<file path="config.mk">
export PLATFORM = sky130hd
export DESIGN_NAME = rf_channel_command_framer_top_flat
export DESIGN_NICKNAME = d
export VERILOG_FILES = /design/src/design/rfcf_pkg.sv /design/src/design/rfcf_if.sv /design/src/design/rfcf_front.sv /design/src/design/rfcf_cmdq.sv /design/src/design/rfcf_back.sv /design/src/design/rf_channel_command_framer_top.sv /design/src/flat_wrapper.sv
export SDC_FILE = /design/constraint.sdc
export NUM_CORES = 1
export LEC_CHECK = 0
export BUFFER_PORTS_ARGS = -buffer_cell sky130_fd_sc_hd__buf_2
export CORE_MARGIN = 5
export CORE_UTILIZATION = 60
export CTS_CLUSTER_DIAMETER = 30
export CTS_CLUSTER_SIZE = 16
export DETAILED_ROUTE_END_ITERATION = 6
export PLACE_DENSITY = 0.84
export SLEW_MARGIN = 15
export SYNTH_ARGS = -nofsm -noshare
export SYNTH_HDL_FRONTEND = slang
export SYNTH_SLANG_ARGS = --single-unit
</file>
<file path="constraint.sdc">
create_clock -name clk -period 5.43 [get_ports clk]
set_input_delay 1.3575 -clock clk [delete_from_list [all_inputs] [get_ports clk]]
set_output_delay 1.3575 -clock clk [all_outputs]
set_load 0.01 [all_outputs]
</file>
<file path="src/design/rfcf_pkg.sv">
// Shared types, constants and helpers for the RF channel command framer.
package rfcf_pkg;

    // Field widths
    localparam int OP_W      = 1;
    localparam int CHAN_W    = 6;
    localparam int BYTE_W    = 8;
    localparam int REPEAT_W  = 3;
    localparam int APB_DATA_W = 32;
    localparam int APB_ADDR_W = 3;

    // Default depth of the frame command queue
    localparam int CMDQ_DEPTH = 4;

    // Request kinds
    localparam logic [OP_W-1:0] OP_SET_CHANNEL = 1'b0;
    localparam logic [OP_W-1:0] OP_SET_MODE    = 1'b1;

    // Register map (word index taken from the byte address)
    localparam logic REG_REPEAT_COUNT = 1'b0;
    localparam logic [REPEAT_W-1:0] REPEAT_RESET = 3'd3;
    localparam logic [REPEAT_W-1:0] REPEAT_MIN   = 3'd1;
    localparam logic [REPEAT_W-1:0] REPEAT_MAX   = 3'd6;

    // Highest legal channel index
    localparam logic [CHAN_W-1:0] MAX_INDEX = 6'd55;

    // Frame bytes
    localparam logic [BYTE_W-1:0] LETTER_BAND    = 8'h42; // 'B'
    localparam logic [BYTE_W-1:0] LETTER_CHANNEL = 8'h43; // 'C'
    localparam logic [BYTE_W-1:0] LETTER_MODE    = 8'h44; // 'D'
    localparam logic [BYTE_W-1:0] FRAME_EQUALS   = 8'h3D; // '='
    localparam logic [BYTE_W-1:0] FRAME_ONE      = 8'h01;
    localparam logic [BYTE_W-1:0] ERROR_BYTE     = 8'h00;

    // Byte positions within a frame
    localparam int POS_W = 3;
    localparam logic [POS_W-1:0] POS_LETTER   = 3'd0;
    localparam logic [POS_W-1:0] POS_EQUALS   = 3'd1;
    localparam logic [POS_W-1:0] POS_ONE      = 3'd2;
    localparam logic [POS_W-1:0] POS_CHECKSUM = 3'd3;
    localparam logic [POS_W-1:0] POS_PAYLOAD  = 3'd4;

    // One frame to send, as queued between front and back
    typedef struct packed {
        logic [BYTE_W-1:0] letter;
        logic [BYTE_W-1:0] payload;
        logic [BYTE_W-1:0] checksum;
        logic              last_frame;
        logic              error;
    } frame_cmd_t;

    // Band remap table
    function automatic logic [BYTE_W-1:0] band_remap(input logic [2:0] band);
        logic [BYTE_W-1:0] value;
        unique case (band)
            3'd0:    value = 8'd5;
            3'd1:    value = 8'd4;
            3'd2:    value = 8'd3;
            3'd3:    value = 8'd1;
            3'd4:    value = 8'd2;
            3'd5:    value = 8'd6;
            default: value = 8'd7;
        endcase
        return value;
    endfunction

    // Build a frame command with its 8-bit sum checksum
    function automatic frame_cmd_t make_frame(input logic [BYTE_W-1:0] letter,
                                              input logic [BYTE_W-1:0] payload,
                                              input logic              last_frame);
        frame_cmd_t cmd;
        cmd.letter     = letter;
        cmd.payload    = payload;
        cmd.checksum   = letter + FRAME_EQUALS + FRAME_ONE + payload;
        cmd.last_frame = last_frame;
        cmd.error      = 1'b0;
        return cmd;
    endfunction

endpackage

</file>
<file path="src/design/rfcf_if.sv">
// Request and result channel interfaces of the RF channel command framer.
interface rfcf_req_if;
    import rfcf_pkg::*;

    logic              valid;
    logic              ready;
    logic [OP_W-1:0]   op;
    logic [CHAN_W-1:0] channel_index;
    logic [BYTE_W-1:0] mode_value;

    modport source (output valid, output op, output channel_index, output mode_value,
                    input ready);
    modport sink   (input valid, input op, input channel_index, input mode_value,
                    output ready);
endinterface

interface rfcf_res_if;
    import rfcf_pkg::*;

    logic              valid;
    logic              ready;
    logic [BYTE_W-1:0] out_byte;
    logic              frame_end;
    logic              last;
    logic              error;

    modport source (output valid, output out_byte, output frame_end, output last,
                    output error, input ready);
    modport sink   (input valid, input out_byte, input frame_end, input last,
                    input error, output ready);
endinterface

</file>
<file path="src/design/rfcf_front.sv">
// Front end: accepts requests, checks the index and queues frame commands.
module rfcf_front
(
    input  logic                 clk,
    input  logic                 rst_n,
    rfcf_req_if.sink             req,
    output rfcf_pkg::frame_cmd_t push_cmd,
    output logic                 push_valid,
    input  logic                 cmdq_full
);
    import rfcf_pkg::*;

    logic       accept;
    logic       index_bad;
    frame_cmd_t first_cmd;
    frame_cmd_t chan_cmd;
    logic       pend_valid_reg;
    logic       pend_valid_next;
    frame_cmd_t pend_cmd_reg;
    frame_cmd_t pend_cmd_next;

    // Take a new request only when no channel frame waits and the queue has room
    assign req.ready = !pend_valid_reg && !cmdq_full;
    assign accept    = req.valid && req.ready;
    assign index_bad = req.channel_index > MAX_INDEX;

    // Classify the request into its first frame command
    always_comb
    begin
        chan_cmd = make_frame(LETTER_CHANNEL,
                              {{(BYTE_W-3){1'b0}}, req.channel_index[2:0]} + 8'd1, 1'b1);
        if (req.op == OP_SET_MODE)
        begin
            first_cmd = make_frame(LETTER_MODE, req.mode_value, 1'b1);
        end
        else if (index_bad)
        begin
            first_cmd            = '0;
            first_cmd.last_frame = 1'b1;
            first_cmd.error      = 1'b1;
        end
        else
        begin
            first_cmd = make_frame(LETTER_BAND, band_remap(req.channel_index[5:3]), 1'b0);
        end
    end

    // Push the held channel frame first, else the first frame of a new request
    always_comb
    begin
        push_valid      = 1'b0;
        push_cmd        = first_cmd;
        pend_valid_next = pend_valid_reg;
        pend_cmd_next   = pend_cmd_reg;
        if (pend_valid_reg)
        begin
            push_cmd = pend_cmd_reg;
            if (!cmdq_full)
            begin
                push_valid      = 1'b1;
                pend_valid_next = 1'b0;
            end
        end
        else if (accept)
        begin
            push_valid = 1'b1;
            if (req.op == OP_SET_CHANNEL && !index_bad)
            begin
                pend_valid_next = 1'b1;
                pend_cmd_next   = chan_cmd;
            end
        end
    end

    always_ff @(posedge clk or negedge rst_n)
    begin
        if (!rst_n)
        begin
            pend_valid_reg <= 1'b0;
        end
        else
        begin
            pend_valid_reg <= pend_valid_next;
        end
    end

    always_ff @(posedge clk)
    begin
        pend_cmd_reg <= pend_cmd_next;
    end

endmodule

</file>
<file path="src/design/rfcf_cmdq.sv">
// Short queue of frame commands between front and back.
module rfcf_cmdq
#(
    parameter int DEPTH = rfcf_pkg::CMDQ_DEPTH
)
(
    input  logic                 clk,
    input  logic                 rst_n,
    input  rfcf_pkg::frame_cmd_t push_cmd,
    input  logic                 push_valid,
    output logic                 full,
    output rfcf_pkg::frame_cmd_t head_cmd,
    output logic                 head_valid,
    input  logic                 pop
);
    import rfcf_pkg::*;

    localparam int PTR_W = (DEPTH > 1) ? $clog2(DEPTH) : 1;
    localparam int CNT_W = $clog2(DEPTH + 1);

    frame_cmd_t       slot_reg [DEPTH];
    logic [PTR_W-1:0] wr_ptr_reg;
    logic [PTR_W-1:0] wr_ptr_next;
    logic [PTR_W-1:0] rd_ptr_reg;
    logic [PTR_W-1:0] rd_ptr_next;
    logic [CNT_W-1:0] count_reg;
    logic [CNT_W-1:0] count_next;
    logic             do_push;
    logic             do_pop;

    assign full       = count_reg == CNT_W'(DEPTH);
    assign head_valid = count_reg != '0;
    assign head_cmd   = slot_reg[rd_ptr_reg];
    assign do_push    = push_valid && !full;
    assign do_pop     = pop && head_valid;

    // Advance pointers with wrap and track occupancy
    always_comb
    begin
        wr_ptr_next = wr_ptr_reg;
        rd_ptr_next = rd_ptr_reg;
        count_next  = count_reg;
        if (do_push)
        begin
            wr_ptr_next = (wr_ptr_reg == PTR_W'(DEPTH - 1)) ? '0 : wr_ptr_reg + 1'b1;
        end
        if (do_pop)
        begin
            rd_ptr_next = (rd_ptr_reg == PTR_W'(DEPTH - 1)) ? '0 : rd_ptr_reg + 1'b1;
        end
        if (do_push && !do_pop)
        begin
            count_next = count_reg + 1'b1;
        end
        else if (do_pop && !do_push)
        begin
            count_next = count_reg - 1'b1;
        end
    end

    always_ff @(posedge clk or negedge rst_n)
    begin
        if (!rst_n)
        begin
            wr_ptr_reg <= '0;
            rd_ptr_reg <= '0;
            count_reg  <= '0;
        end
        else
        begin
            wr_ptr_reg <= wr_ptr_next;
            rd_ptr_reg <= rd_ptr_next;
            count_reg  <= count_next;
        end
    end

    // Store the pushed command
    always_ff @(posedge clk)
    begin
        if (do_push)
        begin
            slot_reg[wr_ptr_reg] <= push_cmd;
        end
    end

endmodule

</file>
<file path="src/design/rfcf_back.sv">
// Back end: walks each queued frame byte by byte, repeated, into the output register.
module rfcf_back
(
    input  logic                                clk,
    input  logic                                rst_n,
    input  logic [rfcf_pkg::REPEAT_W-1:0]       repeat_count,
    input  rfcf_pkg::frame_cmd_t                head_cmd,
    input  logic                                head_valid,
    output logic                                pop,
    rfcf_res_if.source                          res
);
    import rfcf_pkg::*;

    logic [REPEAT_W-1:0] reps_eff;
    logic [POS_W-1:0]    pos_reg;
    logic [POS_W-1:0]    pos_next;
    logic [REPEAT_W-1:0] rep_reg;
    logic [REPEAT_W-1:0] rep_next;
    logic                advance;
    logic                fire;
    logic                frame_done;
    logic                last_rep;
    logic [BYTE_W-1:0]   byte_sel;
    logic                out_valid_reg;
    logic                out_valid_next;
    logic [BYTE_W-1:0]   out_byte_reg;
    logic                out_frame_end_reg;
    logic                out_last_reg;
    logic                out_error_reg;

    // Clamp the repeat count into its legal range
    always_comb
    begin
        if (repeat_count < REPEAT_MIN)
        begin
            reps_eff = REPEAT_MIN;
        end
        else if (repeat_count > REPEAT_MAX)
        begin
            reps_eff = REPEAT_MAX;
        end
        else
        begin
            reps_eff = repeat_count;
        end
    end

    assign advance    = !out_valid_reg || res.ready;
    assign fire       = head_valid && advance;
    assign frame_done = pos_reg == POS_PAYLOAD;
    assign last_rep   = rep_reg == reps_eff - 1'b1;
    assign pop        = fire && (head_cmd.error || (frame_done && last_rep));

    // Select the frame byte at the current position
    always_comb
    begin
        unique case (pos_reg)
            POS_LETTER:   byte_sel = head_cmd.letter;
            POS_EQUALS:   byte_sel = FRAME_EQUALS;
            POS_ONE:      byte_sel = FRAME_ONE;
            POS_CHECKSUM: byte_sel = head_cmd.checksum;
            POS_PAYLOAD:  byte_sel = head_cmd.payload;
            default:      byte_sel = ERROR_BYTE;
        endcase
    end

    // Step position and repetition counters
    always_comb
    begin
        pos_next = pos_reg;
        rep_next = rep_reg;
        if (fire)
        begin
            if (pop)
            begin
                pos_next = POS_LETTER;
                rep_next = '0;
            end
            else if (frame_done)
            begin
                pos_next = POS_LETTER;
                rep_next = rep_reg + 1'b1;
            end
            else
            begin
                pos_next = pos_reg + 1'b1;
            end
        end
    end

    // Hold the output beat until taken
    always_comb
    begin
        if (fire)
        begin
            out_valid_next = 1'b1;
        end
        else if (res.ready)
        begin
            out_valid_next = 1'b0;
        end
        else
        begin
            out_valid_next = out_valid_reg;
        end
    end

    always_ff @(posedge clk or negedge rst_n)
    begin
        if (!rst_n)
        begin
            pos_reg       <= POS_LETTER;
            rep_reg       <= '0;
            out_valid_reg <= 1'b0;
        end
        else
        begin
            pos_reg       <= pos_next;
            rep_reg       <= rep_next;
            out_valid_reg <= out_valid_next;
        end
    end

    // Load the output payload on each new beat
    always_ff @(posedge clk)
    begin
        if (fire)
        begin
            out_byte_reg      <= head_cmd.error ? ERROR_BYTE : byte_sel;
            out_frame_end_reg <= !head_cmd.error && frame_done;
            out_last_reg      <= head_cmd.error || (head_cmd.last_frame && frame_done && last_rep);
            out_error_reg     <= head_cmd.error;
        end
    end

    assign res.valid     = out_valid_reg;
    assign res.out_byte  = out_byte_reg;
    assign res.frame_end = out_frame_end_reg;
    assign res.last      = out_last_reg;
    assign res.error     = out_error_reg;

endmodule

</file>
<file path="src/design/rf_channel_command_framer_top.sv">
// RF channel command framer: request in, command frame bytes out, APB register port.
//
// A set-channel request produces a band frame and a channel frame, a set-mode request
// one mode frame; each 5-byte frame goes out repeat_count times (clamped to 1..6), so a
// request yields 10*R or 5*R result beats and an out-of-range index yields one error
// beat. The back end emits one beat per cycle from the head of a frame command queue
// while the result channel is not stalled; that byte walk is what sets the sustained
// rate. The front end takes a new request in any cycle in which the queue has room and
// no channel frame is still waiting to be queued, so requests queue up while earlier
// ones are still sent.
module rf_channel_command_framer_top
#(
    parameter int CMDQ_DEPTH = rfcf_pkg::CMDQ_DEPTH
)
(
    input  logic                              clk,
    input  logic                              rst_n,
    input  logic                              psel,
    input  logic                              penable,
    input  logic                              pwrite,
    input  logic [rfcf_pkg::APB_ADDR_W-1:0]   paddr,
    input  logic [rfcf_pkg::APB_DATA_W-1:0]   pwdata,
    output logic [rfcf_pkg::APB_DATA_W-1:0]   prdata,
    output logic                              pready,
    rfcf_req_if.sink                          req,
    rfcf_res_if.source                        res
);
    import rfcf_pkg::*;

    logic [REPEAT_W-1:0] repeat_count_reg;
    logic [REPEAT_W-1:0] repeat_count_next;
    logic                cfg_write;
    frame_cmd_t          push_cmd;
    logic                push_valid;
    logic                cmdq_full;
    frame_cmd_t          head_cmd;
    logic                head_valid;
    logic                pop;

    // Register write on the access phase
    assign pready    = 1'b1;
    assign cfg_write = psel && penable && pwrite && pready;

    always_comb
    begin
        repeat_count_next = repeat_count_reg;
        if (cfg_write && paddr[2] == REG_REPEAT_COUNT)
        begin
            repeat_count_next = pwdata[REPEAT_W-1:0];
        end
    end

    always_ff @(posedge clk or negedge rst_n)
    begin
        if (!rst_n)
        begin
            repeat_count_reg <= REPEAT_RESET;
        end
        else
        begin
            repeat_count_reg <= repeat_count_next;
        end
    end

    // Read back the register, zero elsewhere
    assign prdata = (paddr[2] == REG_REPEAT_COUNT)
                  ? {{(APB_DATA_W-REPEAT_W){1'b0}}, repeat_count_reg}
                  : '0;

    rfcf_front u_front
    (
        .clk        (clk),
        .rst_n      (rst_n),
        .req        (req),
        .push_cmd   (push_cmd),
        .push_valid (push_valid),
        .cmdq_full  (cmdq_full)
    );

    rfcf_cmdq
    #(
        .DEPTH (CMDQ_DEPTH)
    )
    u_cmdq
    (
        .clk        (clk),
        .rst_n      (rst_n),
        .push_cmd   (push_cmd),
        .push_valid (push_valid),
        .full       (cmdq_full),
        .head_cmd   (head_cmd),
        .head_valid (head_valid),
        .pop        (pop)
    );

    rfcf_back u_back
    (
        .clk          (clk),
        .rst_n        (rst_n),
        .repeat_count (repeat_count_reg),
        .head_cmd     (head_cmd),
        .head_valid   (head_valid),
        .pop          (pop),
        .res          (res)
    );

endmodule

</file>
<file path="src/flat_wrapper.sv">
// flat-port wrapper written by rule: the top's interface ports become plain ports
module rf_channel_command_framer_top_flat import rfcf_pkg::*;
#(
    parameter int CMDQ_DEPTH = rfcf_pkg::CMDQ_DEPTH
)
  (clk, rst_n, psel, penable, pwrite, paddr, pwdata, prdata, pready, req_valid, req_op, req_channel_index, req_mode_value, req_ready, res_valid, res_out_byte, res_frame_end, res_last, res_error, res_ready);
  rfcf_req_if req_i ();
  rfcf_res_if res_i ();
  input  logic clk;
  input  logic rst_n;
  input  logic psel;
  input  logic penable;
  input  logic pwrite;
  input  logic [rfcf_pkg::APB_ADDR_W-1:0] paddr;
  input  logic [rfcf_pkg::APB_DATA_W-1:0] pwdata;
  output logic [rfcf_pkg::APB_DATA_W-1:0] prdata;
  output logic pready;
  input wire logic [$bits(req_i.valid)-1:0] req_valid;
  input wire logic [$bits(req_i.op)-1:0] req_op;
  input wire logic [$bits(req_i.channel_index)-1:0] req_channel_index;
  input wire logic [$bits(req_i.mode_value)-1:0] req_mode_value;
  output wire logic [$bits(req_i.ready)-1:0] req_ready;
  output wire logic [$bits(res_i.valid)-1:0] res_valid;
  output wire logic [$bits(res_i.out_byte)-1:0] res_out_byte;
  output wire logic [$bits(res_i.frame_end)-1:0] res_frame_end;
  output wire logic [$bits(res_i.last)-1:0] res_last;
  output wire logic [$bits(res_i.error)-1:0] res_error;
  input wire logic [$bits(res_i.ready)-1:0] res_ready;
  assign req_i.valid = req_valid;
  assign req_i.op = req_op;
  assign req_i.channel_index = req_channel_index;
  assign req_i.mode_value = req_mode_value;
  assign req_ready = req_i.ready;
  assign res_valid = res_i.valid;
  assign res_out_byte = res_i.out_byte;
  assign res_frame_end = res_i.frame_end;
  assign res_last = res_i.last;
  assign res_error = res_i.error;
  assign res_i.ready = res_ready;
  rf_channel_command_framer_top #(.CMDQ_DEPTH(CMDQ_DEPTH)) u_core (.clk(clk), .rst_n(rst_n), .psel(psel), .penable(penable), .pwrite(pwrite), .paddr(paddr), .pwdata(pwdata), .prdata(prdata), .pready(pready), .req(req_i), .res(res_i));
endmodule
</file>
## Yosys cells after proc, flatten, opt, wreduce, memory -nomap -nowiden

Memories as Yosys holds them, arrays and structs flattened.
Index checks and enable logic that the tools add are counted.
Widths: inputs -> output; s select.

| cells by class | value |
|---|---|
| bitwise gates (word level) | 3 |
| equal/unequal tests | 13 |
| multipliers | 0 |
| divide/modulo/power cells | 0 |
| reduce and logical (&&, ||, !) cells | 34 |
| order comparisons | 3 |
| muxes and demuxes | 29 |
| add/sub/neg operators | 11 |
| shift operators | 0 |

Operator list:

| cell | count |
|---|---|
| $mux 26 | 2 |
| $pmux 8 s5 | 1 |
| $mux 3 | 9 |
| $mux 25 | 1 |
| $pmux 3 s6 | 1 |
| $add 8x8->8 const A | 2 |
| $logic_and 1x1->1 | 16 |
| $mux 8 | 2 |
| $eq 3x2->1 const B | 4 |
| $eq 3x3->1 const B | 4 |
| $mux 1 | 11 |
| $add 3x1->3 const B | 3 |
| $add 8x4->8 const A | 1 |
| $logic_not 1->1 | 7 |
| $eq 3x1->1 const B | 2 |
| $gt 6x6->1 const B | 1 |
| $logic_not 3->1 | 2 |
| $reduce_bool 2->1 | 3 |
| $sub 3x1->3 const B | 2 |
| $add 2x1->2 const B | 2 |
| $add 3x1->4 const B | 1 |
| $eq 2x2->1 const B | 2 |
| $mux 2 | 2 |
| $eq 3x3->1 | 1 |
| 7 further kinds | 11 |

| word-level totals | value |
|---|---|
| memory bits (read-only) | 0 |
| bits in latches | 0 |
| output and inout bits | 46 |
| bits in writable memories | 104 |
| memories | 1 |
| register bits | 45 |
| word-level logic and storage cells | 108 |
| input port bits | 57 |

Memory list:

| memory | depth | width | rd ports | clocked after Yosys merged registers in | write ports | line | text |
|---|---|---|---|---|---|---|---|
| u_core.u_cmdq.slot_reg | 4 | 26 | 1 | 0 | 1 | rfcf_cmdq.sv:21 | `frame_cmd_t slot_reg [DEPTH];` |

## Logic depth before layout (Yosys ltp)

Gate-level depths: netlist of the first run.

| logic depth | value |
|---|---|
| word-level depth | 12 |
| mapped depth | 13 |
| depth with buffers taken out | 13 |

## By module

Synthesis of the first run repeated with hierarchy kept, for this count alone.

| second synthesis, totals | value |
|---|---|
| cell total of the unflattened synthesis | 402 |
| area, all modules | 6521.3 um^2 |

By module, submodules not included:

| module | times used | seq. area each (um^2) | area an instance (um^2) | cells each |
|---|---|---|---|---|
| rfcf_cmdq | 1 | 3298.2 | 4260.3 | 173 |
| rfcf_back | 1 | 505.5 | 1058.5 | 97 |
| rfcf_front | 1 | 295.3 | 797.0 | 90 |
| rf_channel_command_framer_top | 1 | 77.6 | 405.4 | 42 |

## Worst setup path before layout of the first run

No wires, ideal clock.

| timing | value |
|---|---|
| path type | input -> register |
| from | in res_ready |
| to | reg u_core.u_cmdq.count_reg[1] |
| library setup time | 0.125 ns |
| path buffers | 0 |
| data arrival time | 2.949 ns |
| data required time | 5.305 ns |
| slack | 2.357 ns |
| stages on the path | 8 |
| cells stage by stage | nand2b_1 -> nand2_1 -> inv_1 -> o21ai_0 -> ha_1 -> inv_1 -> fa_1 -> mux2_2 |

| on the way | value |
|---|---|
| word-level cells in the longest chain between the ends | 7 |
| elaborated cells on any way between the ends | 9 |
| classes of those cells | mux: 1; reduce/logical: 8 |

Ends and longest elaborated chain:

| item | line | text |
|---|---|---|
| from (decl) | flat_wrapper.sv:28 | `input wire logic [$bits(res_i.ready)-1:0] res_ready;` |
| $logic_or 1x1->1 | rfcf_back.sv:48 | `assign advance = !out_valid_reg \|\| res.ready;` |
| $logic_and 1x1->1 | rfcf_back.sv:49 | `assign fire = head_valid && advance;` |
| via u_core.u_back.fire | rfcf_back.sv:20 | `logic fire;` |
| $logic_and 1x1->1 | rfcf_back.sv:52 | `assign pop = fire && (head_cmd.error \|\| (frame_done && last_rep));` |
| $logic_and 1x1->1 | rfcf_cmdq.sv:35 | `assign do_pop = pop && head_valid;` |
| $logic_not 1->1 | rfcf_cmdq.sv:51 | `if (do_push && !do_pop)` |
| $logic_and 1x1->1 | rfcf_cmdq.sv:51 |  |
| $mux 3 | rfcf_cmdq.sv:51 |  |
| via u_core.u_cmdq.count_next[1] | rfcf_cmdq.sv:27 | `logic [CNT_W-1:0] count_next;` |
| to (signal assigned) | rfcf_cmdq.sv:73 | `count_reg <= count_next;` |
| to (decl) | rfcf_cmdq.sv:26 | `logic [CNT_W-1:0] count_reg;` |

The timed path passes the listed nets, and every way through them passes these cells.
A chain may end at the register's enable or synchronous reset.

## Worst setup path after layout of the first run

| timing | value |
|---|---|
| from | reg u_core.repeat_count_reg[0] |
| to | reg u_core.u_cmdq.count_reg[1] |

| on the way | value |
|---|---|
| word-level cells in the longest chain between the ends | 12 |
| elaborated cells on any way between the ends | 15 |
| classes of those cells | add/sub: 1; order compare: 2; eq/ne: 1; mux: 3; reduce/logical: 8 |

Ends and longest elaborated chain:

| item | line | text |
|---|---|---|
| from (decl) | rf_channel_command_framer_top.sv:30 | `logic [REPEAT_W-1:0] repeat_count_reg;` |
| from (signal assigned) | rf_channel_command_framer_top.sv:61 | `repeat_count_reg <= repeat_count_next;` |
| $gt 3x3->1 | rfcf_back.sv:38 | `else if (repeat_count > REPEAT_MAX)` |
| $mux 3 | rfcf_back.sv:38 |  |
| $mux 3 * | rfcf_back.sv:34 | `if (repeat_count < REPEAT_MIN)` |
| $sub 3x1->3 * | rfcf_back.sv:51 | `assign last_rep = rep_reg == reps_eff - 1'b1;` |
| $eq 3x3->1 * | rfcf_back.sv:51 |  |
| $logic_and 1x1->1 * | rfcf_back.sv:52 |  |
| $logic_or 1x1->1 * | rfcf_back.sv:52 |  |
| $logic_and 1x1->1 * | rfcf_back.sv:52 |  |
| $logic_and 1x1->1 * | rfcf_cmdq.sv:35 |  |
| $logic_not 1->1 * | rfcf_cmdq.sv:51 |  |
| $logic_and 1x1->1 * | rfcf_cmdq.sv:51 |  |
| $mux 3 * | rfcf_cmdq.sv:51 |  |
| via u_core.u_cmdq.count_next[1] | rfcf_cmdq.sv:27 |  |

Mark *: on every way through the listed nets, which the timed path passes. The rest lies on a longest branch.

==> results.md, run 1 <==
- Yosys warns: 0
- DR iter-0 viols: 165
- Vias per cell: 5.657
- Post-DP HPWL: 7.047 mm
- Sum of negative setup slack: 0 ns
- Share of cells above drive strength 1: 0.2402
- Nature of the critical path endpoint: register
- Power density relative to cell area: 542.4 nW/um2
- Synth unique cells: 52
- Yosys top cell by area: edfxtp_1
- Worst slew margin: 0.2467
- Sequential power share: 0.427
- CTS H-tree depth: 4
- Placed Cells incl. Taps: 530
- Cell Rows: 35
- Worst path max stage delay: 0.54 ns
- Core Util, Final: 0.7003
- Cell Count, Final, Fillers Out: 562
- Inserted Clock Buffers: 17
- Boundary Pins: 103
- Routed WL: 10.61 mm
- Required time worst endpoint: 5.83 ns
- Die ar.: 11,670 um2
- Slew Limit Fails: 0
- Critical path class: reg -> reg
- Worst setup SP type: register
- Post-route ant nets: 0
- Vias in the first global route: 3,268
- Total track usage: 0.1993
- Slowest-stage cell, CP: dfstp_2
- Initial antenna violation count: 0
- CP Max Fanout: 6
- RSZ-0062 raised after global routing: no
- Status: complete, no violations
- Uppermost layer routed: met4
- Via count: 3,179
- TritonRoute pass-1 iters: 4
- Fmax: 0.3008 GHz
- Antenna diodes: 0
- Mapped cell area: 5764 um2
- Worst path cell trace: a21boi_0, nor2_1, ha_1, xor2_1, nand3_1, nor2_1, o21ai_0, ha_1, inv_1, fa_1, mux2_2
- Finished layout cell area: 6501 um2
- Final #Nets: 496
- Critical path's top delay family: adder cells
- Fin crit share: 0.6122
- Share of flip-flops with an asynchronous set or reset after synthesis: 0.1429
- Drt wl/cell: 18.87 um
- Syn-to-layout area delta: 12.78%
- Port bufs: 41
- FF+latch count, synth: 126
- Synth top area share: 0.5626
- CTS sink count: 126
- WP data arrival: 3.72 ns
- Most common library cells after synthesis: edfxtp_1, buf_4, nor2_1, ha_1, mux4_2
- Average size of a mapped cell: 15.50 um2
- Clock root cell: clkbuf_8
- Cell Area, Placed: 5959 um2
- Met2 wire length: 5.486 mm
- Initial Utilization: 0.6209
- Core Area: 9284 um2
- EDFF count, synth: 108
- VDD IR max: 0.3086 mV
- Switching share of total power: 0.3092
- Combinational power share: 0.286
- Tightest Pin Transition: 1.130 ns
- Hold_buf cts: 0
- Met1 wire length: 4.237 mm
- Die width: 108.0 um
- Post-layout min period: 3.324 ns
- Synth area leaders: edfxtp_1, mux4_2, dfrtp_1
- Met3 Wirelength: 765 um
- Grt total ovfl: 0
- Most numerous cell in the Yosys netlist: edfxtp_1
- Sw Pwr: 1.090 mW
- Final setup vio count: 0
- Largest net degree at the start of global routing: 26
- Synth Flop Type: edfxtp_1
- Endpoints failing hold: 0
- Internal cell power: 2.436 mW
- Setup bufs post-CTS: 0
- MaxCap Viol Count: 0
- Clk buf depth: 2
- Resize count post-CTS: 0
- Worst skew pair latency: 0.51 ns
- Die H: 108.0 um
- Max FFs per register: 88
- Global-route wire length before repair: 16.99 mm
- HP Class: reg -> reg
- Cells after synthesis: 372
- Static leakage: 2.479 nW
- Clk_skew: 0.01974 ns
- Sequential share of the synthesized area: 0.6412
- Clock share of power: 0.287
- Clk slew on worst S/H paths: 0.06 ns
- Gp weighted congestion: 0.7424
- Drc violations: 0
- CTS tree: done
- Crit path buffers/inverters: 1
==> routing by layer <==
metal / global-route usage / up-vias
met2: 0.3348 / 140
met4: 0.07665 / 0
met3: 0.05791 / 14
met1: 0.2458 / 1576
li1: - / 1449
met5: 0 / -
==> layout make-up <==
cell class / count / area (um2)
flip-flops and latches: 126 / 3696
fillers: 619 / 2783
multi-input cells: 214 / 1815
clock buffers: 20 / 425.4
repair buffers: 43 / 220.2
well taps: 129 / 161.4
clock inverters: 12 / 115.1
inverters: 18 / 67.56
==> per-stage QoR <==
step	setup WS [ns]	hold slack [ns]	power [mW]
detailed placement	1.670	0.4698	2.536
floorplan	2.357	0.4471	2.266
global route	1.921	0.5096	3.723
CTS	2.168	0.4793	3.559
global placement	1.722	0.4649	2.462
finish	2.106	0.4800	3.527
==> cells by family (layout without fill, tap and decap cells) <==
family | after synthesis | in the layout | share of synthesized area
fa+ha+maj | 20 | 20 | 0.04428
compound gates | 49 | 49 | 0.06121
xor+xnor | 12 | 12 | 0.02062
other cells | 2 | 30 | 0.001303
mux | 31 | 31 | 0.1061
simple gates | 72 | 72 | 0.06295
buf+inv | 60 | 93 | 0.06230
flops | 126 | 126 | 0.6412
==> final timing paths <==
check                      depth (start not counted)                                      to  slack, ns                                    from
hold reg to reg                                    1  u_core.u_cmdq.count_reg[2]$_DFFE_PN0P_       0.48  u_core.u_cmdq.count_reg[2]$_DFFE_PN0P_
hold / removal                                     1  u_core.u_cmdq.count_reg[2]$_DFFE_PN0P_       0.48  u_core.u_cmdq.count_reg[2]$_DFFE_PN0P_
setup reg to reg                                  11  u_core.u_cmdq.count_reg[1]$_DFFE_PN0P_       2.11  u_core.repeat_count_reg[0]$_DFFE_PN1P_
max in group asynchronous                          1  u_core.repeat_count_reg[1]$_DFFE_PN1P_       4.30                                   rst_n
min in group asynchronous                          1  u_core.u_cmdq.count_reg[0]$_DFFE_PN0P_       0.79                                   rst_n
setup / recovery                                  11  u_core.u_cmdq.count_reg[1]$_DFFE_PN0P_       2.11  u_core.repeat_count_reg[0]$_DFFE_PN1P_
==> layout by cell type (no fill, tap or decap), drive strengths merged, types with 4 or more instances in the layout <==
cell type	n
clkinv	6
xor2	7
a21oi	5
o21ai	10
buf	43
nand2	15
edfxtp	108
nand2b	4
nor2	20
a22oi	7
mux2	9
nand3	5
clkbuf	20
dfrtp	16
mux4	22
and2	11
a21o	4
ha	18
inv	18
xnor2	4
nor2b	5
conb	30
clkinvlp	5
==> power by group through the flow <==
| stage | combinational (mW) | sequential (mW) | clock [mW] |
|---|---|---|---|
| after detailed placement | 1.01 | 1.52 | 0 |
| after floorplan | 0.762 | 1.50 | 0 |
| after CTS | 1.03 | 1.51 | 1.02 |
| after global placement | 0.968 | 1.49 | 0 |
| after global routing | 1.11 | 1.53 | 1.08 |
| final | 1.01 | 1.51 | 1.01 |
Power figures use the tool's default switching activity.
==> run 2: changes to the inputs <==
Settings changed: ABC_AREA set to 1, CORE_UTILIZATION 60 to 51, PLACE_DENSITY 0.84 to 0.76.
Clock period 5.43 ns to 2.8 ns, I/O delays scaled along.
==> results.md, run 2 <==
- Vias in the first global route: 4,083
- Static leakage: 2.857 nW
- Worst setup SP type: register
- Fin crit share: 0.9511
- Clock root cell: clkbuf_16
- Clk buf depth: 2
- Power density relative to cell area: 1152 nW/um2
- Max FFs per register: 88
- Fmax: 0.3755 GHz
- Share of flip-flops with an asynchronous set or reset after synthesis: 0.1429
- Hold_ws: 0.2340 ns
- WP data arrival: 2.95 ns
- Yosys warns: 0
- Die ar.: 13,740 um2
- Most frequent cells in the layout: edfxtp_1, nand2_1, nor2_1, inv_1, buf_2
- DR iter-0 viols: 280
- TritonRoute pass-1 iters: 7
- Required time worst endpoint: 3.09 ns
- Cell Count, Final, Fillers Out: 745
- Post-Synth Simple-Gate Area: 0.1447
- Boundary Pins: 103
- Post-Synth XOR/XNOR Area: 0.01046
- Worst Setup SP: u_core.repeat_count_reg[1]$_DFFE_PN1P_
- Critical path class: reg -> reg
- Final #Nets: 665
- Clk slew on worst S/H paths: 0.06 ns
- VDD IR max: 0.6458 mV
- Reg2Reg Depth: 14
- Core Area: 11,320 um2
- Via count: 4,001
- Synth unique cells: 37
- Routed WL: 12.39 mm
- R2r setup slk: 0.14 ns
- Post-layout min period: 2.663 ns
- Synth top area share: 0.5534
- Post-route ant nets: 0
- Cell Rows: 39
- Worst path cell trace: inv_1, nand2_1, nand2_1, inv_1, ha_1, xnor2_1, nor2_1, nand3_1, nand2_2, nand2_4, ha_1, inv_2, fa_2, mux2_2
- Yosys top cell by area: edfxtp_1
- Die H: 117.2 um
- Share of cells above drive strength 1: 0.1728
- Mapped cell area: 5861 um2
- Most numerous cell in the Yosys netlist: edfxtp_1
- Global-route wire length before repair: 19.68 mm
- Tightest Pin Transition: 0.7645 ns
- Placed Cells incl. Taps: 712
- R2R Path End: u_core.u_cmdq.count_reg[1]$_DFFE_PN0P_
- FF+latch count, synth: 126
- Inserted Clock Buffers: 17
- Drt wl/cell: 16.63 um
- HP Class: in -> async
- Initial Utilization: 0.5177
- Slew Limit Fails: 0
- Antenna diodes: 0
- Port bufs: 41
- Drc violations: 0
- Synth Flop Type: edfxtp_1
- Post-DP HPWL: 7.884 mm
- Mux share of post-synthesis cell area: 0.001921
- Hold_buf cts: 0
- EDFF count, synth: 108
- Final setup vio count: 0
- Slowest-stage cell, CP: dfstp_2
- Gp weighted congestion: 0.7783
- Total track usage: 0.1895
- Clk_skew: 0.007697 ns
- CTS tree: done
- Vias per cell: 5.370
- Nature of the critical path endpoint: register
- CTS sink count: 126
- Largest net degree at the start of global routing: 43
- Synth area leaders: edfxtp_1, dfrtp_1, nand2_1
- MaxCap Viol Count: 0
- Most common cell after layout, fill and taps aside: edfxtp_1
- Worst skew pair latency: 0.40 ns
- Status: complete, no violations
- Worst path max stage delay: 0.52 ns
- Initial antenna violation count: 0
- Worst r2r src: u_core.repeat_count_reg[1]$_DFFE_PN1P_
- Sequential share of the synthesized area: 0.6307
- CTS H-tree depth: 4
- Worst slew margin: 0.4885
- Average size of a mapped cell: 10.95 um2
- Endpoints failing hold: 0
- Post-Synth Adder-Cell Area: 0.04184
- Syn-to-layout area delta: 15.67%
- CP Max Fanout: 4
- Fraction of the mapped netlist area in compound gates: 0.08049
- Cells after synthesis: 535
- Largest family of logic cells by synthesized area: simple AND/OR/NAND/NOR gates
- RSZ-0062 raised after global routing: yes
- Fillers: 863
- Die width: 117.2 um
- Most common library cells after synthesis: edfxtp_1, nand2_1, nor2_1, inv_1
- Grt total ovfl: 0
run 2: cell count changes in the layout (fill, tap and decap cells not counted), moves of 8 or more:
cell / before / now
nor2_1: 20 / 61
buf_4: 2 / 12
mux4_2: 18 / 0
and2_1: 10 / 0
o21ai_1: 0 / 26
o22ai_1: 0 / 18
inv_1: 16 / 43
mux2_2: 9 / 1
nand3_1: 5 / 35
nand2_1: 15 / 99
run 2: stage by stage:
stage	util	power, mW	worst slack (ns)	instance area (um2)	TNS, ns
2_1_floorplan	-	4.648	0.3362	5966	0
3_3_place_gp	0.5386	5.179	0.1789	6097	0
3_5_place_dp	0.5386	5.314	0.06855	6097	0
4_1_cts	0.5976	7.797	0.01671	6765	0
5_1_grt	0.5988	8.239	-0.008761	6779	-0.008761
6_report	0.5988	7.810	0.1369	6779	0
run 2: cells by family (layout without fill, tap and decap cells):
| group | after synthesis | in the layout |
|---|---|---|
| simple gates | 204 | 204 |
| other cells | 2 | 30 |
| mux | 1 | 1 |
| compound gates | 81 | 81 |
| flops | 126 | 126 |
| buf+inv | 95 | 134 |
| fa+ha+maj | 19 | 19 |
| xor+xnor | 7 | 7 |
run 2: final cells by class:
cell class	count	area, um2	share of cell area
sequential	126	3696	0.5452
multi-input combinational	342	1757	0.2591
clock buffer	17	425.4	0.06275
timing repair buffer	53	295.3	0.04356
clock inverter	15	242.7	0.03581
inverter	49	183.9	0.02713
tap	143	178.9	0.02639
run 2: metal layers:
metal / wire length [um] / track usage / up-vias
li1: - / - / 1877
met5: 0 / 0 / -
met3: 1159 / 0.05450 / 18
met1: 4720 / 0.2289 / 1918
met4: 119 / 0.06193 / 0
met2: 6388 / 0.3273 / 188
run 2: critical path: cells and delay by family, from the launching register on:
kind / cells / cell delay, ns
DFF: 1 / 0.52
buffers and inverters: 3 / 0.21
adders and majority gates: 3 / 0.87
and+or+nand+nor: 6 / 0.56
xor gates and xnor gates: 1 / 0.13
muxes: 1 / 0.27
run 2: worst max-delay path by stage:
stage	endpoint	cells past startpoint
after CTS	u_core.u_cmdq.count_reg[2]$_DFFE_PN0P_	16
after floorplan	u_core.u_cmdq.count_reg[1]$_DFFE_PN0P_	14
after detailed placement	u_core.u_cmdq.count_reg[2]$_DFFE_PN0P_	16
after global routing	u_core.u_cmdq.count_reg[1]$_DFFE_PN0P_	14
after global placement	u_core.u_cmdq.count_reg[2]$_DFFE_PN0P_	16
final	u_core.u_cmdq.count_reg[1]$_DFFE_PN0P_	14
run 2: where the power goes:
| part | total [mW] | switching (mW) | internal (mW) |
|---|---|---|---|
| Combinational | 2.44 | 1.65 | 0.786 |
| Clock | 2.46 | 0.788 | 1.67 |
| Sequential | 2.92 | 0.208 | 2.71 |
| Total | 7.81 | 2.65 | 5.16 |
run 2: repair_timing:
action                                  CTS  global route
resized for setup                         0             4
hold endpoints to repair                  0             0
endpoints found under the setup margin    0             2
buffers inserted                          0             1
==> run 3: changes to the inputs <==
Settings changed: RECOVER_POWER set to 50, SLEW_MARGIN 15 to unset.
==> results.md, run 3 (same netlist as run 2, synthesis figures left out) <==
- Status: complete, no violations
- Required time worst endpoint: 3.09 ns
- Final #Nets: 665
- Inserted Clock Buffers: 17
- Port bufs: 41
- Antenna diodes: 0
- Boundary Pins: 103
- Syn-to-layout area delta: 15.24%
- Max FFs per register: 88
- Drt wl/cell: 16.59 um
- Sum of negative setup slack: 0 ns
- Routed WL: 12.36 mm
- Initial Utilization: 0.5177
- Sequential power share: 0.375
- Fmax: 0.3756 GHz
- Worst setup SP type: register
- Worst slew margin: 0.3055
- Sw Pwr: 2.644 mW
- Worst Setup SP: u_core.repeat_count_reg[1]$_DFFE_PN1P_
- VDD IR max: 0.6453 mV
- Die ar.: 13,740 um2
- TritonRoute pass-1 iters: 5
- Nature of the critical path endpoint: register
- DR iter-0 viols: 274
- WP data arrival: 2.95 ns
- Die H: 117.2 um
- Switching share of total power: 0.3398
- RSZ-0062 raised after global routing: yes
- R2r setup slk: 0.14 ns
- CTS sink count: 126
- Cell Rows: 39
- Post-DP HPWL: 7.884 mm
- Clock share of power: 0.316
- Final setup vio count: 0
- MaxCap Viol Count: 0
- Static leakage: 2.803 nW
- HP Class: in -> async
- Drc violations: 0
- Clk_skew: 0.007914 ns
- Internal cell power: 5.137 mW
- Worst r2r src: u_core.repeat_count_reg[1]$_DFFE_PN1P_
- Cell Area, Placed: 6097 um2
- Grt total ovfl: 0
- Vias in the first global route: 4,083
- Die width: 117.2 um
- Worst skew pair latency: 0.40 ns
- Clock root cell: clkbuf_16
- Post-route ant nets: 0
- Critical path class: reg -> reg
- Gp weighted congestion: 0.7783
- Vias per cell: 5.376
- Post-layout min period: 2.663 ns
- Slew Limit Fails: 0
- Tightest Pin Transition: 1.042 ns
- Total track usage: 0.1895
- CTS H-tree depth: 4
- Via count: 4,005
- Initial antenna violation count: 0
- Fin crit share: 0.9509
- Global-route wire length before repair: 19.68 mm
- Most frequent cells in the layout: edfxtp_1, nand2_1, nor2_1, inv_1, nand3_1
- Most common cell after layout, fill and taps aside: edfxtp_1
- Finished layout cell area: 6754 um2
- Power density relative to cell area: 1152 nW/um2
- Reg2Reg Depth: 14
- Share of cells above drive strength 1: 0.1395
- CP Max Fanout: 4
- Endpoints failing hold: 0
- Combinational power share: 0.309
- Core Area: 11,320 um2
- CTS tree: done
- Clk slew on worst S/H paths: 0.06 ns
- Clk buf depth: 2
- Largest net degree at the start of global routing: 43
-- run 3: changes by cell type in the layout (fill, tap and decap cells not counted) --
cell / before / now
clkbuf_1: 0 / 18
buf_4: 12 / 11
buf_2: 41 / 24
inv_1: 43 / 45
inv_2: 6 / 4
-- run 3: cell type report --
class | instances | area (um2)
Clock buffer | 17 | 425.4
Clock inverter | 15 | 242.7
Timing Repair Buffer | 53 | 270.3
Multi-Input combinational cell | 342 | 1757
Sequential cell | 126 | 3696
Tap cell | 143 | 178.9
Fill cell | 874 | 4567
Inverter | 49 | 183.9
-- run 3: path summary, 6_finish.rpt --
check,endpoint
worst min register to register,u_core.repeat_count_reg[0]$_DFFE_PN1P_
max in group asynchronous,u_core.u_cmdq.count_reg[2]$_DFFE_PN0P_
worst min-delay path,u_core.u_back.rep_reg[0]$_DFFE_PN0P_
worst max-delay path,u_core.u_cmdq.count_reg[1]$_DFFE_PN0P_
worst max register to register,u_core.u_cmdq.count_reg[1]$_DFFE_PN0P_
min in group clk,u_core.repeat_count_reg[0]$_DFFE_PN1P_
-- run 3: critical path, cell delays in order (launching register included) --
cell and delay, ns:
dfstp_2 0.52, inv_1 0.07, nand2_1 0.09, nand2_1 0.07
inv_1 0.06, ha_1 0.24, xnor2_1 0.13, nor2_1 0.09
nand3_1 0.11, nand2_2 0.13, nand2_4 0.07, ha_1 0.19
inv_2 0.08, fa_2 0.44, mux2_2 0.27
-- run 3: what timing repair did --
item,CTS,global route
endpoints found under the hold margin,0,0
setup buffers,0,1
setup endpoints to repair,0,2
gates resized for setup,0,4
hold buffers,0,0
-- run 3: per-stage QoR --
stage	instances	utilization	worst slack, ns	hold slack (ns)	power, mW
after floorplan	563	-	0.3362	0.4044	4.648
after global placement	712	0.5386	0.1789	0.4778	5.179
after detailed placement	712	0.5386	0.06855	0.4884	5.314
after CTS	744	0.5976	0.01671	0.2402	7.797
after global routing	745	0.5966	-0.008761	0.5321	8.214
final	745	0.5966	0.1374	0.4603	7.781
-- run 3: power groups by stage --
stage / sequential (mW) / combinational (mW) / clock, mW
floorplan: 2.95 / 1.70 / 0
global placement: 2.92 / 2.26 / 0
detailed placement: 2.95 / 2.37 / 0
CTS: 2.91 / 2.40 / 2.48
global route: 2.97 / 2.69 / 2.56
finish: 2.92 / 2.40 / 2.46
-- run 3: per-layer routing --
metal | vias to the layer above | track usage | routed length, um
met5 | - | 0 | 0
met4 | 0 | 0.06193 | 108
met3 | 18 | 0.05450 | 1089
met2 | 165 | 0.3273 | 6357
met1 | 1946 | 0.2289 | 4804
li1 | 1876 | - | -
